## src/rlmp_pkg.sv

```systemverilog
// Shared widths and character codes for the range list membership parser.
`default_nettype none

package rlmp_pkg;

  localparam int unsigned CHAR_W = 8;
  localparam int unsigned NUM_W  = 32;

  typedef logic [CHAR_W-1:0] char_t;
  typedef logic [NUM_W-1:0]  num_t;

  localparam char_t CH_NUL   = 8'h00;
  localparam char_t CH_SPACE = 8'h20;
  localparam char_t CH_COMMA = 8'h2C;
  localparam char_t CH_DASH  = 8'h2D;
  localparam char_t CH_ZERO  = 8'h30;
  localparam char_t CH_NINE  = 8'h39;

  // Open-ended high bound.
  localparam num_t NUM_ALL_ONES = '1;

endpackage

`default_nettype wire

```

## src/rlmp_if.sv

```systemverilog
// Valid/ready channel interfaces for the character stream and the result.
`default_nettype none

interface rlmp_in_if import rlmp_pkg::*; ();
  logic  valid;
  logic  ready;
  char_t character;
  num_t  query_value;
  logic  last;

  modport source (output valid, output character, output query_value, output last,
                  input ready);
  modport sink   (input valid, input character, input query_value, input last,
                  output ready);
endinterface

interface rlmp_out_if ();
  logic valid;
  logic ready;
  logic matched;
  logic truncated;

  modport source (output valid, output matched, output truncated, input ready);
  modport sink   (input valid, input matched, input truncated, output ready);
endinterface

`default_nettype wire

```

## src/range_list_membership_parser_core.sv

```systemverilog
// Range list membership parser: streams list text and flags query membership.
//
// Feed a range list such as "1-5, 9,-20,30-" one byte per transaction on in_ch,
// with the query number on the first byte of each list and last set on the
// final byte; exactly one result per list comes out on out_ch (matched,
// truncated). Tokens split on comma or space; "N" matches on equality,
// "A-B" is an inclusive range, "-B" means 0..B, a missing or zero high bound
// means 0xFFFFFFFF. NUL bytes are skipped (an empty list is a single NUL byte
// with last set). Only the first MAX_CHARS non-NUL bytes are parsed; later
// ones set truncated. Throughput is one byte per clock, sustained, while
// out_ch keeps up. A list's last byte goes into the input register, then the
// parse/compare stage loads the result register that drives out_ch.valid. The
// per-byte path is one multiply-by-ten add on the 32-bit token number followed
// by the bound compare. in_ch.ready drops only when a list end sits in the
// input register while an untaken result blocks the output register.
`default_nettype none

module range_list_membership_parser_core import rlmp_pkg::*; #(
  parameter int unsigned MAX_CHARS = 255
) (
  input  wire          clk,
  input  wire          rst_n,
  rlmp_in_if.sink      in_ch,
  rlmp_out_if.source   out_ch
);

  localparam int unsigned CNT_W = $clog2(MAX_CHARS + 1);

  typedef enum logic [2:0] {
    PH_BETWEEN,
    PH_LOW,
    PH_SCAN,
    PH_HIGH,
    PH_REST
  } phase_t;

  // input register
  logic             s1_vld_r;
  char_t            s1_char_r;
  num_t             s1_query_r;
  logic             s1_last_r;

  // parser state
  num_t             query_hold_r, query_hold_nxt;
  num_t             first_r, first_nxt;
  num_t             second_r, second_nxt;
  phase_t           phase_r, phase_nxt;
  logic             lowdig_r, lowdig_nxt;
  logic             dash_r, dash_nxt;
  logic             match_r, match_nxt;
  logic [CNT_W-1:0] cnt_r, cnt_nxt;
  logic             ovf_r, ovf_nxt;
  logic             open_r, open_nxt;

  // result register
  logic             out_vld_r;
  logic             out_match_r;
  logic             out_trunc_r;

  logic             s1_go;
  logic             s1_take;

  // parse intermediates
  logic             is_digit, is_dash, is_sep, parse;
  logic [3:0]       digit;
  num_t             q_eff;
  num_t             first_x10, second_x10;
  num_t             p_first, p_second;
  phase_t           p_phase;
  logic             p_lowdig, p_dash;
  num_t             ev_first, ev_second, ev_hi;
  phase_t           ev_phase;
  logic             ev_dash;
  logic             do_close, hit, res_match;

  // A list end cannot move on while a result is still waiting.
  assign s1_go   = s1_vld_r && !(s1_last_r && out_vld_r && !out_ch.ready);
  assign in_ch.ready = !s1_vld_r || s1_go;
  assign s1_take = in_ch.valid && in_ch.ready;

  always_comb begin
    is_digit = s1_char_r inside {[CH_ZERO:CH_NINE]};
    digit    = is_digit ? s1_char_r[3:0] : 4'd0;
    is_dash  = (s1_char_r == CH_DASH);
    is_sep   = (s1_char_r == CH_COMMA) || (s1_char_r == CH_SPACE);
    parse    = (s1_char_r != CH_NUL) && (cnt_r < CNT_W'(MAX_CHARS));

    q_eff = open_r ? query_hold_r : s1_query_r;

    // x*10 + d as two shifted terms plus the digit
    first_x10  = {first_r[NUM_W-4:0], 3'b000} + {first_r[NUM_W-2:0], 1'b0}
               + NUM_W'(digit);
    second_x10 = {second_r[NUM_W-4:0], 3'b000} + {second_r[NUM_W-2:0], 1'b0}
               + NUM_W'(digit);

    p_first  = first_r;
    p_second = second_r;
    p_phase  = phase_r;
    p_lowdig = lowdig_r;
    p_dash   = dash_r;

    if (parse) begin
      if (is_sep) begin
        p_first  = '0;
        p_second = '0;
        p_phase  = PH_BETWEEN;
        p_lowdig = 1'b0;
        p_dash   = 1'b0;
      end else begin
        case (phase_r)
          PH_BETWEEN: begin
            if (is_dash) begin
              p_dash  = 1'b1;
              p_phase = PH_HIGH;
            end else if (is_digit) begin
              p_first  = NUM_W'(digit);
              p_lowdig = 1'b1;
              p_phase  = PH_LOW;
            end else begin
              p_phase = PH_SCAN;
            end
          end
          PH_LOW: begin
            if (is_digit) begin
              p_first = first_x10;
            end else if (is_dash) begin
              p_dash  = 1'b1;
              p_phase = PH_HIGH;
            end else begin
              p_phase = PH_SCAN;
            end
          end
          PH_SCAN: begin
            if (is_dash) begin
              p_dash  = 1'b1;
              p_phase = PH_REST;
            end
          end
          PH_HIGH: begin
            if (is_digit) begin
              p_second = second_x10;
            end else begin
              p_phase = PH_REST;
            end
          end
          default: ;
        endcase
      end
    end

    // One token closes per byte: the current one on a separator, else the
    // updated one at list end (after a separator nothing is open anyway).
    do_close = (parse && is_sep) || s1_last_r;
    if (parse && is_sep) begin
      ev_first  = first_r;
      ev_second = second_r;
      ev_phase  = phase_r;
      ev_dash   = dash_r;
    end else begin
      ev_first  = p_first;
      ev_second = p_second;
      ev_phase  = p_phase;
      ev_dash   = p_dash;
    end
    ev_hi = (ev_second == '0) ? NUM_ALL_ONES : ev_second;
    hit   = (ev_phase != PH_BETWEEN) &&
            (ev_dash ? ((ev_first <= q_eff) && (ev_hi >= q_eff))
                     : (ev_first == q_eff));
    res_match = match_r || (do_close && hit);

    ovf_nxt = ovf_r || ((s1_char_r != CH_NUL) && !parse);

    if (s1_last_r) begin
      query_hold_nxt = '0;
      first_nxt      = '0;
      second_nxt     = '0;
      phase_nxt      = PH_BETWEEN;
      lowdig_nxt     = 1'b0;
      dash_nxt       = 1'b0;
      match_nxt      = 1'b0;
      cnt_nxt        = '0;
      open_nxt       = 1'b0;
    end else begin
      query_hold_nxt = q_eff;
      first_nxt      = p_first;
      second_nxt     = p_second;
      phase_nxt      = p_phase;
      lowdig_nxt     = p_lowdig;
      dash_nxt       = p_dash;
      match_nxt      = res_match;
      cnt_nxt        = parse ? cnt_r + CNT_W'(1) : cnt_r;
      open_nxt       = 1'b1;
    end
  end

  always_ff @(posedge clk) begin
    if (!rst_n) begin
      s1_vld_r     <= 1'b0;
      query_hold_r <= '0;
      first_r      <= '0;
      second_r     <= '0;
      phase_r      <= PH_BETWEEN;
      lowdig_r     <= 1'b0;
      dash_r       <= 1'b0;
      match_r      <= 1'b0;
      cnt_r        <= '0;
      ovf_r        <= 1'b0;
      open_r       <= 1'b0;
      out_vld_r    <= 1'b0;
    end else begin
      if (s1_take) begin
        s1_vld_r   <= 1'b1;
        s1_char_r  <= in_ch.character;
        s1_query_r <= in_ch.query_value;
        s1_last_r  <= in_ch.last;
      end else if (s1_go) begin
        s1_vld_r <= 1'b0;
      end

      // a new list end refills the result slot even as the old one leaves
      if (s1_go && s1_last_r) begin
        out_vld_r <= 1'b1;
      end else if (out_ch.ready) begin
        out_vld_r <= 1'b0;
      end

      if (s1_go) begin
        query_hold_r <= query_hold_nxt;
        first_r      <= first_nxt;
        second_r     <= second_nxt;
        phase_r      <= phase_nxt;
        lowdig_r     <= lowdig_nxt;
        dash_r       <= dash_nxt;
        match_r      <= match_nxt;
        cnt_r        <= cnt_nxt;
        ovf_r        <= s1_last_r ? 1'b0 : ovf_nxt;
        open_r       <= open_nxt;
        if (s1_last_r) begin
          out_match_r <= res_match;
          out_trunc_r <= ovf_nxt;
        end
      end
    end
  end

  assign out_ch.valid     = out_vld_r;
  assign out_ch.matched   = out_match_r;
  assign out_ch.truncated = out_trunc_r;

  // Assertions
  a_cnt_bound: assert property (@(posedge clk) disable iff (!rst_n)
    cnt_r <= CNT_W'(MAX_CHARS))
    else $error("char count past limit");

  a_idle_token_clear: assert property (@(posedge clk) disable iff (!rst_n)
    (phase_r == PH_BETWEEN) |-> (!lowdig_r && !dash_r && first_r == '0 && second_r == '0))
    else $error("token state not cleared between tokens");

  a_high_has_dash: assert property (@(posedge clk) disable iff (!rst_n)
    (phase_r == PH_HIGH || phase_r == PH_REST) |-> dash_r)
    else $error("high bound phase without dash");

  a_end_resets: assert property (@(posedge clk) disable iff (!rst_n)
    (s1_go && s1_last_r) |=> (!open_r && cnt_r == '0 && !match_r && !ovf_r && out_vld_r))
    else $error("list end did not restart parser or load result");

  a_no_result_loss: assert property (@(posedge clk) disable iff (!rst_n)
    (out_vld_r && !out_ch.ready) |=> (out_vld_r && $stable(out_match_r)
                                      && $stable(out_trunc_r)))
    else $error("pending result overwritten");

endmodule

`default_nettype wire
```

## src/flat_wrapper.sv

```systemverilog
// flat-port wrapper written by rule: the top's interface ports become plain ports
module range_list_membership_parser_core_flat import rlmp_pkg::*;
#(
  parameter int unsigned MAX_CHARS = 255
)
  (clk, rst_n, in_ch_valid, in_ch_character, in_ch_query_value, in_ch_last, in_ch_ready, out_ch_valid, out_ch_matched, out_ch_truncated, out_ch_ready);
  rlmp_in_if in_ch_i ();
  rlmp_out_if out_ch_i ();
  input  wire clk;
  input  wire rst_n;
  input wire logic [$bits(in_ch_i.valid)-1:0] in_ch_valid;
  input wire logic [$bits(in_ch_i.character)-1:0] in_ch_character;
  input wire logic [$bits(in_ch_i.query_value)-1:0] in_ch_query_value;
  input wire logic [$bits(in_ch_i.last)-1:0] in_ch_last;
  output wire logic [$bits(in_ch_i.ready)-1:0] in_ch_ready;
  output wire logic [$bits(out_ch_i.valid)-1:0] out_ch_valid;
  output wire logic [$bits(out_ch_i.matched)-1:0] out_ch_matched;
  output wire logic [$bits(out_ch_i.truncated)-1:0] out_ch_truncated;
  input wire logic [$bits(out_ch_i.ready)-1:0] out_ch_ready;
  assign in_ch_i.valid = in_ch_valid;
  assign in_ch_i.character = in_ch_character;
  assign in_ch_i.query_value = in_ch_query_value;
  assign in_ch_i.last = in_ch_last;
  assign in_ch_ready = in_ch_i.ready;
  assign out_ch_valid = out_ch_i.valid;
  assign out_ch_matched = out_ch_i.matched;
  assign out_ch_truncated = out_ch_i.truncated;
  assign out_ch_i.ready = out_ch_ready;
  range_list_membership_parser_core #(.MAX_CHARS(MAX_CHARS)) u_core (.clk(clk), .rst_n(rst_n), .in_ch(in_ch_i), .out_ch(out_ch_i));
endmodule
```

## config.mk

```make
export PLATFORM = sky130hd
export DESIGN_NAME = range_list_membership_parser_core_flat
export DESIGN_NICKNAME = d
export VERILOG_FILES = /design/src/rlmp_pkg.sv /design/src/rlmp_if.sv /design/src/range_list_membership_parser_core.sv /design/src/flat_wrapper.sv
export SDC_FILE = /design/constraint.sdc
export NUM_CORES = 1
export LEC_CHECK = 0
export BUFFER_PORTS_ARGS = -buffer_cell sky130_fd_sc_hd__buf_4
export CAP_MARGIN = 30
export CORE_MARGIN = 10
export CORE_UTILIZATION = 64
export DETAILED_ROUTE_END_ITERATION = 7
export HOLD_SLACK_MARGIN = 0.05
export PLACE_DENSITY = 0.94
export SLEW_MARGIN = 20
export SYNTH_ARGS = -nofsm -noshare
export SYNTH_HDL_FRONTEND = slang
export SYNTH_SLANG_ARGS = --single-unit
export TNS_END_PERCENT = 100
```

## constraint.sdc

```tcl
create_clock -name clk -period 7.1 [get_ports clk]
set_input_delay 1.775 -clock clk [delete_from_list [all_inputs] [get_ports clk]]
set_output_delay 1.775 -clock clk [all_outputs]
set_load 0.05 [all_outputs]
```

==> Word level (Yosys, flattened, before mapping) <==
Index checks and enable logic that the tools add are counted.
{ "op_classes": {"muxes": 46, "n_eq_ne": 7, "magnitude_cmp": 5, "reduce_logical": 32, "n_addsub": 5} }
{ "op_table": {"columns": ["operator", "n"], "rows": [
  ["32-bit 2-to-1 mux", 16],
  ["32-bit adder", 2],
  ["32-bit by 4-bit adder with 32-bit output", 2],
  ["32-bit case mux with 2 select lines", 1],
  ["32-bit == test", 1],
  ["32-bit greater-or-equal comparator", 1],
  ["32-bit <= comparator", 1],
  ["32-bit logical NOT", 1],
  ["8-bit by 6-bit == test with 1-bit output (second input constant)", 3],
  ["3-bit 2-to-1 mux", 8],
  ["8-bit 2-to-1 mux", 2],
  ["1-bit 2-to-1 mux", 15],
  ["1-bit logical AND", 12],
  ["3-bit case mux with 4 select lines", 1],
  ["8-bit by 1-bit adder with 8-bit output (second input constant)", 1],
  ["8-bit by 6-bit greater-or-equal comparator with 1-bit output (second input constant)", 1],
  ["8-bit by 6-bit <= comparator with 1-bit output (second input constant)", 1],
  ["8-bit less-than comparator (second input constant)", 1],
  ["8-bit nonzero test", 1],
  ["3-bit by 2-bit == test with 1-bit output (second input constant)", 2],
  ["2-bit nonzero test", 3],
  ["1-bit logical OR", 5],
  ["1-bit logical NOT", 4],
  ["4-bit 2-to-1 mux", 1],
  ["other kinds (8)", 9]
]} }
{ "totals": {"input_bits": 45, "register_bits": 156, "wordCells": 111} }

==> Longest topological paths before layout <==
Gate-level depths: netlist of the first run.
{ "depth": {"word_depth": 18, "ltp_mapped": 32, "mapped_depth_nobuf": 28} }

==> Worst setup path before layout of the first run <==
No wires, ideal clock.
{ "synth_timing": {"path_type": "register to register", "startpoint": "reg u_core.s1_char_r[3]", "endpoint": "reg u_core.out_match_r, in the netlist u_core.out_ch.matched, data pin", "period_less_slack_ns": 6.351, "path_buffers": 2, "arrival_ns": 6.093, "path_stages_with_launch": 30, "slack_ns": 0.749, "t_required_ns": 6.842, "cell_sequence": "edfxtp_1 > clkbuf_1 > o21ai_0 > and4_1 > buf_2 > and2_1 > ha_1 > ha_1 > fa_1 > a21o_2 > a221o_2 > a2111oi_2 > nor2_1 > xnor2_1 > o21ai_0 > nor4b_1 > o2111a_2 > and4_2 > a21oi_1 > ha_1 > nand2b_1 > a21o_1 > a21o_1 > a21oi_1 > o21ai_0 > a21o_1 > a2111oi_0 > o41ai_1 > a21oi_1 > nor2_1"} }
{ "synth_between": {"elab_chain_len": 17} }
{ "synth_lines": {"columns": ["item", "line_no", "source"], "rows": [
  ["start, declared", "range_list_membership_parser_core.sv:39", "char_t s1_char_r;"],
  ["start signal, assigned", "range_list_membership_parser_core.sv:213", "s1_char_r <= in_ch.character;"],
  ["8-bit by 6-bit greater-or-equal comparator with 1-bit output / 8-bit by 6-bit <= comparator with 1-bit output (equally long branches)", "range_list_membership_parser_core.sv:82", "is_digit = s1_char_r inside {[CH_ZERO:CH_NINE]};"],
  ["1-bit logical AND", "range_list_membership_parser_core.sv:82", null],
  ["4-bit 2-to-1 mux", "range_list_membership_parser_core.sv:83", "digit = is_digit ? s1_char_r[3:0] : 4'd0;"],
  ["32-bit by 4-bit adder with 32-bit output", "range_list_membership_parser_core.sv:94", "+ NUM_W'(digit);"],
  ["32-bit 2-to-1 mux", "range_list_membership_parser_core.sv:140", "if (is_digit) begin"],
  ["32-bit 2-to-1 mux", "range_list_membership_parser_core.sv:110", "case (phase_r)"],
  ["32-bit 2-to-1 mux", "range_list_membership_parser_core.sv:103", "if (is_sep) begin"],
  ["32-bit 2-to-1 mux", "range_list_membership_parser_core.sv:102", "if (parse) begin"],
  ["[2 not listed]", null, null],
  ["32-bit 2-to-1 mux", "range_list_membership_parser_core.sv:165", "ev_hi = (ev_second == '0) ? NUM_ALL_ONES : ev_second;"],
  ["32-bit greater-or-equal comparator", "range_list_membership_parser_core.sv:167", "(ev_dash ? ((ev_first <= q_eff) && (ev_hi >= q_eff))"],
  ["1-bit logical AND", "range_list_membership_parser_core.sv:167", null],
  ["1-bit 2-to-1 mux", "range_list_membership_parser_core.sv:167", null],
  ["1-bit logical AND", "range_list_membership_parser_core.sv:166", "hit = (ev_phase != PH_BETWEEN) &&"],
  ["1-bit logical AND (*)", "range_list_membership_parser_core.sv:169", "res_match = match_r || (do_close && hit);"],
  ["1-bit logical OR (*)", "range_list_membership_parser_core.sv:169", null],
  ["named net u_core.res_match", "range_list_membership_parser_core.sv:74", "logic do_close, hit, res_match;"],
  ["end signal, assigned", "range_list_membership_parser_core.sv:239", "out_match_r <= res_match;"],
  ["end, declared", "range_list_membership_parser_core.sv:57", "logic out_match_r;"]
]} }
Mark *: on every way through the listed nets, which the timed path passes. The rest lies on a longest branch.
A chain may end at the register's enable or synchronous reset.

==> Worst setup path in the final report of the first run <==
{ "layout_timing": {"startpoint": "reg u_core.s1_char_r[1]", "endpoint": "reg u_core.out_match_r, in the netlist u_core.out_ch.matched, data pin"} }
Same word-level chain as after synthesis.

==> impl_results.md, run 1 <==
- Post-CTS setup-driven buffer insertion count: 0
- Total nets after synthesis: ~1,600
- Clk pin slew, worst setup/hold paths: approximately 0.070 ns
- Start-to-end type of the worst setup path: reg2reg
- Area of the mapped netlist: 0.01239 mm^2
- Residual DRC count: 0
- DR pass1 iterations: 5
- Number of sinks on the clock net: about 160
- Yosys reg bits: between 150 and 200
- Power density over the cells: about 150 mW/mm^2
- Via count: ~12,000
- Port Buffers: between 40 and 50
- Chip Height: roughly 160 um
- Worst hold path class: reg2reg
- Slew headroom: 0.2962
- Yosys synthesis warning count: 0
- Clock Tree Buf Depth: 2
- Placed Area: about 0.013 mm^2
- Ys flop type: dfxtp_1
- Horizontal die dimension: about 160 um
- Delay of the slowest cell on the worst path: roughly 0.46 ns
- Cts bufs inserted: 17
- Outcome: finished, final reports clean
- All-Layer GR Usage: 0.2791
- DIE AREA: around 0.025 mm^2
- Detailed-route vias per instance: a little under 7
- EDFF count, synth: 43
- Number of filler cells placed in the layout: 1,387
- Final wirelength: approximately 37 mm
- Antenna diode count: 0
- Layout cells sized above 1: 0.1151
- Remaining global-route overflow: 0
- Endpoints failing hold: 0
- Fin Hold WS: roughly 0.5 ns
- CP Data Arrival Time: ~6.9 ns
- Library cell used as clock root buffer: clkbuf_16
- Starting Density: 0.6560
- Cell leakage power: 6.019 nW
- HPWL after detailed placement: 26.57 mm
- Number of max-slew violations in the final report: 0
- Fraction of registers with async set/reset: 0
- Maximum level of the CTS H-tree: 4
- Layout Utilization: 0.7241
- Footprint of the multi-input gates: around 0.0085 mm^2
- Non-filler instance count after layout: about 1,700
- Maximum number of pins on one net before global-route repair: around 100
- Final net count: about 1,700
- Worst supply voltage drop on vdd: ~0.00017 V
- First-pass GRT wire length: just under 60 mm
- Count of mapped cells out of synthesis: about 1,400
- Slowest stage cell, crit path: fa_1
- Slew @ Worst Pin: 1.049 ns
- Distinct cell type count after synthesis: 84
- Startpoint kind of the worst setup timing path: flop
- Register cell area after layout: ~0.0036 mm^2
- Flop2flop setup slack: 0.39 ns
- Average routed wire per standard cell: between 20 and 25 um
- Area growth from synthesis to layout: 10.38%
- Min cycle time layout: around 6.7 ns
- Final Skew: 0.01514 ns
- Seq/Total Area, Yosys: 0.2867
- Data required, critical path: ~7.3 ns
- TritonCTS clock tree: yes
- Number of hold buffers added after CTS: 0
- I/O pins: 49
- Antenna violations before repair: 0
- Final setup violating endpoints: 0
- Achievable clock frequency: between 0.1 and 0.15 GHz
- Post-Place Cells: 1,686
- Crit Path Max Fanout: 5
- Standard-cell row count: 50
- Via count of the first global-routing pass: about 12,000
- RePlAce Congestion: between 1 and 1.5
- Average footprint of a synthesized cell: roughly 8.7 um^2
- Number of max-cap violations: 0
- Quantity of gates resized following cts: 0
- Kind of end point of the critical path: flop
- Final design area excluding fillers: 0.01368 mm^2
- Insertion delay of the later-clocked pin in the worst-skew pair: roughly 0.46 ns
- Ratio of final minimum period to clock period: 0.9451
- ANT nets after route: 0
- 1st-iter DRT viols: between 1,000 and 1,500
- Floorplan Core Area: ~0.019 mm^2
worst max-delay path, delay by kind of cell, from the launching register on:
kind,cells,cell delay (ns)
compound gates,17,3.52
xor+xnor,1,0.14
fa+ha+maj,3,1.09
buf+inv,1,0.18
flops,1,0.39
simple gates,6,1.15
through the flow:
stage                TNS, ns  setup slack [ns]  total power, W
CTS                        0            0.1098        0.002039
finish                     0            0.3900        0.002050
global route        -0.02478          -0.02478        0.002102
floorplan                  0            0.7494        0.001060
detailed placement         0            0.1784        0.001126
global placement           0            0.2762        0.001118
layer usage:
metal  up-vias  global-route usage  wire (um)
met4         0              0.1529       2051
li1       5438                   -          -
met1      5517              0.3378      14440
met5         -                   0          0
met2       738              0.4619      17080
met3       204             0.04828       3298
cell type report:
type | count | area share
clock buffer | 17 | 0.03110
clock inverter | 15 | 0.01226
inverter | 14 | 0.003841
multi-input combinational | 1179 | 0.6235
sequential | 156 | 0.2598
tap | 260 | 0.02378
timing repair buffer | 79 | 0.04573
Yosys cell counts, types with 8 or more instances:
| library cell | number | area share |
|---|---|---|
| ha_1 | 183 | 0.18 |
| nor2_1 | 183 | 0.055 |
| a21oi_1 | 118 | 0.048 |
| dfxtp_1 | 113 | 0.18 |
| nand2_1 | 77 | 0.023 |
| o21ai_0 | 61 | 0.025 |
| nor3_1 | 54 | 0.022 |
| clkbuf_1 | 51 | 0.015 |
| a21o_1 | 46 | 0.028 |
| edfxtp_1 | 43 | 0.10 |
| a22oi_1 | 42 | 0.025 |
| mux2i_1 | 40 | 0.032 |
| xnor2_1 | 40 | 0.028 |
| nand4_1 | 24 | 0.012 |
| a22o_1 | 22 | 0.016 |
| nand3_1 | 22 | 0.0089 |
| xor2_1 | 19 | 0.013 |
| o21a_1 | 18 | 0.011 |
| a31oi_1 | 14 | 0.0071 |
| inv_1 | 14 | 0.0042 |
| and3_1 | 13 | 0.0066 |
| nor2b_1 | 12 | 0.0061 |
| a211oi_1 | 11 | 0.0067 |
| o22ai_2 | 11 | 0.011 |
| and2_1 | 10 | 0.0050 |
| or3_1 | 10 | 0.0050 |
| nor4_1 | 9 | 0.0045 |
| o211ai_1 | 9 | 0.0055 |
| nand2b_1 | 8 | 0.0040 |
| o31ai_1 | 8 | 0.0048 |
registers in the layout, indices dropped and copies added, names as in the netlist:
name	flops
u_core.s1_char_r	8
u_core.s1_query_r	32
u_core.out_ch.matched	1
u_core.match_r	1
u_core.out_ch.valid	1
u_core.second_r	32
u_core.open_r	1
u_core.s1_vld_r	1
u_core.out_ch.truncated	1
u_core.dash_r	1
u_core.phase_r	3
u_core.cnt_r	8
u_core.query_hold_r	32
u_core.first_r	32
u_core.ovf_r	1
u_core.s1_last_r	1
report_power, final:
group	total, W	internal, W	switching (W)
Sequential	0.000942	0.000931	0.0000108
Clock	0.000934	0.000474	0.000460
Combinational	0.000175	0.0000634	0.000111
Total	0.00205	0.00147	0.000581
cells by family (layout without fill, tap and decap cells):
| logic type | after synthesis | in the layout | synth area share |
|---|---|---|---|
| buf+inv | 84 | 125 | 0.02887 |
| mux | 41 | 41 | 0.03321 |
| flops | 156 | 156 | 0.2867 |
| fa+ha+maj | 185 | 185 | 0.1880 |
| compound gates | 446 | 446 | 0.2496 |
| simple gates | 448 | 448 | 0.1719 |
| xor+xnor | 59 | 59 | 0.04169 |
path summary, 6_finish.rpt:
check                      start                    end  cells past startpoint
max          u_core.s1_char_r[1]  u_core.out_ch.matched                     28
min reg2reg        u_core.dash_r          u_core.dash_r                      2
max reg2reg  u_core.s1_char_r[1]  u_core.out_ch.matched                     28
min                u_core.dash_r          u_core.dash_r                      2
layout by cell type (no fill, tap or decap), drive strengths merged, types with 12 or more instances in the layout:
cell type  netlist  layout
ha             183     183
nor2           183     183
a21oi          121     121
dfxtp          113     113
buf             19      79
nand2           77      77
o21ai           70      70
nor3            54      54
a21o            47      47
edfxtp          43      43
a22oi           42      42
mux2i           40      40
xnor2           40      40
nand4           25      25
inv             14      23
nand3           22      22
a22o            22      22
xor2            19      19
o21a            18      18
clkbuf          51      17
o22ai           15      15
a31oi           14      14
and3            14      14
a211oi          12      12
nor2b           12      12
Note: power is estimated with default switching activity, not from simulation.
==> run 2, diff against run 1 <==
--- a/config.mk
+++ b/config.mk
@@ -11,7 +11,7 @@
 export CORE_UTILIZATION = 64
 export DETAILED_ROUTE_END_ITERATION = 7
 export HOLD_SLACK_MARGIN = 0.05
-export PLACE_DENSITY = 0.94
+export PLACE_DENSITY = 0.82
 export SLEW_MARGIN = 20
 export SYNTH_ARGS = -nofsm -noshare
 export SYNTH_HDL_FRONTEND = slang
==> constraint.sdc (replaced) <==
create_clock -name clk -period 6.35 [get_ports clk]
set_input_delay 1.5875 -clock clk [delete_from_list [all_inputs] [get_ports clk]]
set_output_delay 1.5875 -clock clk [all_outputs]
set_load 0.05 [all_outputs]
==> impl_results.md, run 2 (synthesized netlist as in run 1, its figures left out) <==
- Violated checks: setup timing
- DIE AREA: 0.02533 mm^2 (unchanged)
- Final setup violating endpoints: 1 (+1)
- Chip Height: 159.2 um (unchanged)
- TritonCTS clock tree: yes
- Residual DRC count: 0 (unchanged)
- Fin Hold WS: 0.4696 ns (-0.01627 ns)
- Most frequent cell on the critical path: buf_4
- Flop2flop setup slack: -0.09 ns (-0.48 ns)
- ANT nets after route: 0 (unchanged)
- I/O pins: 49 (unchanged)
- Cts bufs inserted: 17 (unchanged)
- Number of max-slew violations in the final report: 0 (unchanged)
- Final net count: 1,775 (+5.8%)
- Slowest stage cell, crit path: edfxtp_1
- Worst supply voltage drop on vdd: 0.0001843 V (+6.4%)
- Antenna diode count: 0 (unchanged)
- Starting Density: 0.6560 (unchanged)
- Insertion delay of the later-clocked pin in the worst-skew pair: 0.45 ns (about the same)
- Placed Area: 0.01346 mm^2 (+3.4%)
- Most frequent standard cell in the layout excluding fill and tap cells: nor2_1
- Crit Path Max Fanout: 11 (+6)
- Min cycle time layout: 6.441 ns (-0.2687 ns)
- Slew headroom: 0.2941 (-0.002058)
- Ratio of final minimum period to clock period: 1.014 (+0.06931)
- Antenna violations before repair: 0 (unchanged)
- Slew @ Worst Pin: 1.058 ns (+0.008986 ns)
- Highest-count cells in the layout ignoring fill and taps: 180 x nor2_1, 178 x ha_1, 166 x buf_4, 113 x a21oi_1, 112 x dfxtp_1
- Via count of the first global-routing pass: 11,759 (+1.6%)
- Standard-cell row count: 50 (unchanged)
- Layout Utilization: 0.7774 (+0.05324)
- Via count: 12,369 (+4.0%)
- Kind of end point of the critical path: flop
- Clock Tree Buf Depth: 2 (unchanged)
- RePlAce Congestion: 0.9847 (-8.0%)
- Library cell used as clock root buffer: clkbuf_16
- Final wirelength: 39.70 mm (+7.7%)
- Port Buffers: 48 (unchanged)
- Start-to-end type of the worst setup path: reg2reg
- Layout cells sized above 1: 0.1881 (+0.07299)
- Startpoint kind of the worst setup timing path: flop
- CP Data Arrival Time: 6.65 ns (-0.26 ns)
- Crit Reg-Reg Endpoint: u_core.out_ch.matched
- Number of max-cap violations: 0 (unchanged)
- Timing startpoint of the critical path: u_core.s1_char_r[7]
- Power density over the cells: 158.2 mW/mm^2 (+5.6%)
- Delay of the slowest cell on the worst path: 0.43 ns (-0.03 ns)
- All-Layer GR Usage: 0.2905 (+0.01140)
- First-pass GRT wire length: 61.19 mm (+3.8%)
- Min setup slack post-route: -0.09132 ns (-0.4813 ns)
- Data required, critical path: 6.56 ns (-0.74 ns)
- Horizontal die dimension: 159.2 um (unchanged)
- Final Skew: 0.008783 ns (-0.006359 ns)
- HPWL after detailed placement: 27.06 mm (+1.8%)
- Area growth from synthesis to layout: 18.49%
- Final design area excluding fillers: 0.01469 mm^2 (+7.4%)
- Floorplan Core Area: 0.01889 mm^2 (unchanged)
- Maximum level of the CTS H-tree: 4 (unchanged)
- Endpoints failing hold: 0 (unchanged)
- Clk pin slew, worst setup/hold paths: 0.07 ns (about the same)
- DR pass1 iterations: 6 (+1)
- Detailed-route vias per instance: 6.804 (-1.6%)
- Worst hold path class: reg2reg
- Worst setup path end: u_core.out_ch.matched
- Unrepaired setup endpoints after global routing: true
- Maximum number of pins on one net before global-route repair: 98 (unchanged)
- Remaining global-route overflow: 0 (unchanged)
- 1st-iter DRT viols: 1,422 (+3.6%)
- Cell leakage power: 6.556 nW (+8.9%)
- Outcome: finished, violations left
- Worst flop-to-flop path startpoint: u_core.s1_char_r[7]
- Average routed wire per standard cell: 21.84 um (+1.9%)
- Achievable clock frequency: 0.1552 GHz (+4.2%)
- R2R depth: 28 (unchanged)
- Number of sinks on the clock net: 156 (unchanged)
[run 2: cell types whose count changed in the layout (fill, tap and decap cells not counted), moves of 4 or more]
| cell | change |
|---|---|
| o21ai_0 | -4 |
| buf_6 | +4 |
| buf_4 | +89 |
| ha_1 | -5 |
| a21oi_1 | -5 |
| a21oi_2 | +5 |
| inv_6 | +4 |
[run 2: through the flow]
stage               setup TNS, ns  total power, W  worst slack, ns  std cells
global placement          -0.4188        0.001255          -0.2682       1742
global route              -0.4885        0.002373          -0.3043       1818
finish                   -0.09132        0.002324         -0.09132       1818
CTS                      -0.02951        0.002297         -0.02951       1800
detailed placement        -0.7586        0.001262          -0.4149       1742
floorplan                       0        0.001186          0.07594       1419
[run 2: worst max-delay path, delay by kind of cell, from the launching register on]
kind / cells / cell delay, ns
compound gates: 12 / 2.81
xor+xnor: 2 / 0.26
fa+ha+maj: 3 / 0.98
buf+inv: 6 / 0.93
flops: 1 / 0.43
simple gates: 5 / 0.77
[run 2: where the power goes]
part / leakage (nW) / internal [W] / total (W) / switching (W)
registers: 1.32 / 0.00104 / 0.00106 / 0.0000136
logic: 4.96 / 0.0000838 / 0.000217 / 0.000134
clock network: 0.282 / 0.000555 / 0.00105 / 0.000497
[run 2: layer usage]
layer | GRT usage | share of wire | vias to the layer above | wire length (um)
met4 | 0.1512 | 0.057 | 0 | 2247
met5 | 0 | 0 | - | 0
li1 | - | - | 5650 | -
met3 | 0.05267 | 0.084 | 205 | 3328
met2 | 0.4758 | 0.46 | 727 | 18420
met1 | 0.3573 | 0.40 | 5787 | 15710
[run 2: worst min path at each step]
stage                        endpoint  slack, ns                   start  cells past startpoint
2_1_floorplan  u_core.query_hold_r[0]       0.43  u_core.query_hold_r[0]                      2
3_3_place_gp   u_core.query_hold_r[0]       0.44  u_core.query_hold_r[0]                      2
3_5_place_dp   u_core.query_hold_r[0]       0.46  u_core.query_hold_r[0]                      2
4_1_cts        u_core.query_hold_r[0]       0.47  u_core.query_hold_r[0]                      2
5_1_grt        u_core.query_hold_r[0]       0.50  u_core.query_hold_r[0]                      2
6_report       u_core.query_hold_r[0]       0.47  u_core.query_hold_r[0]                      2
[run 2: area by class of cell]
class / count / area (um^2)
flip-flops and latches: 156 / 3555
clock buffers: 17 / 425.4
fillers: 1230 / 4207
well taps: 260 / 325.3
repair buffers: 177 / 1439
multi-input cells: 1179 / 8740
clock inverters: 15 / 150.1
inverters: 14 / 52.55
[run 2: repair_timing]
item | in CTS | in global routing
resized for setup | 30 | 27
setup endpoints to repair | 2 | 2
cloned | 0 | 1
setup buffers | 26 | 14
hold buffers | 0 | 0
pin swaps | 26 | 19
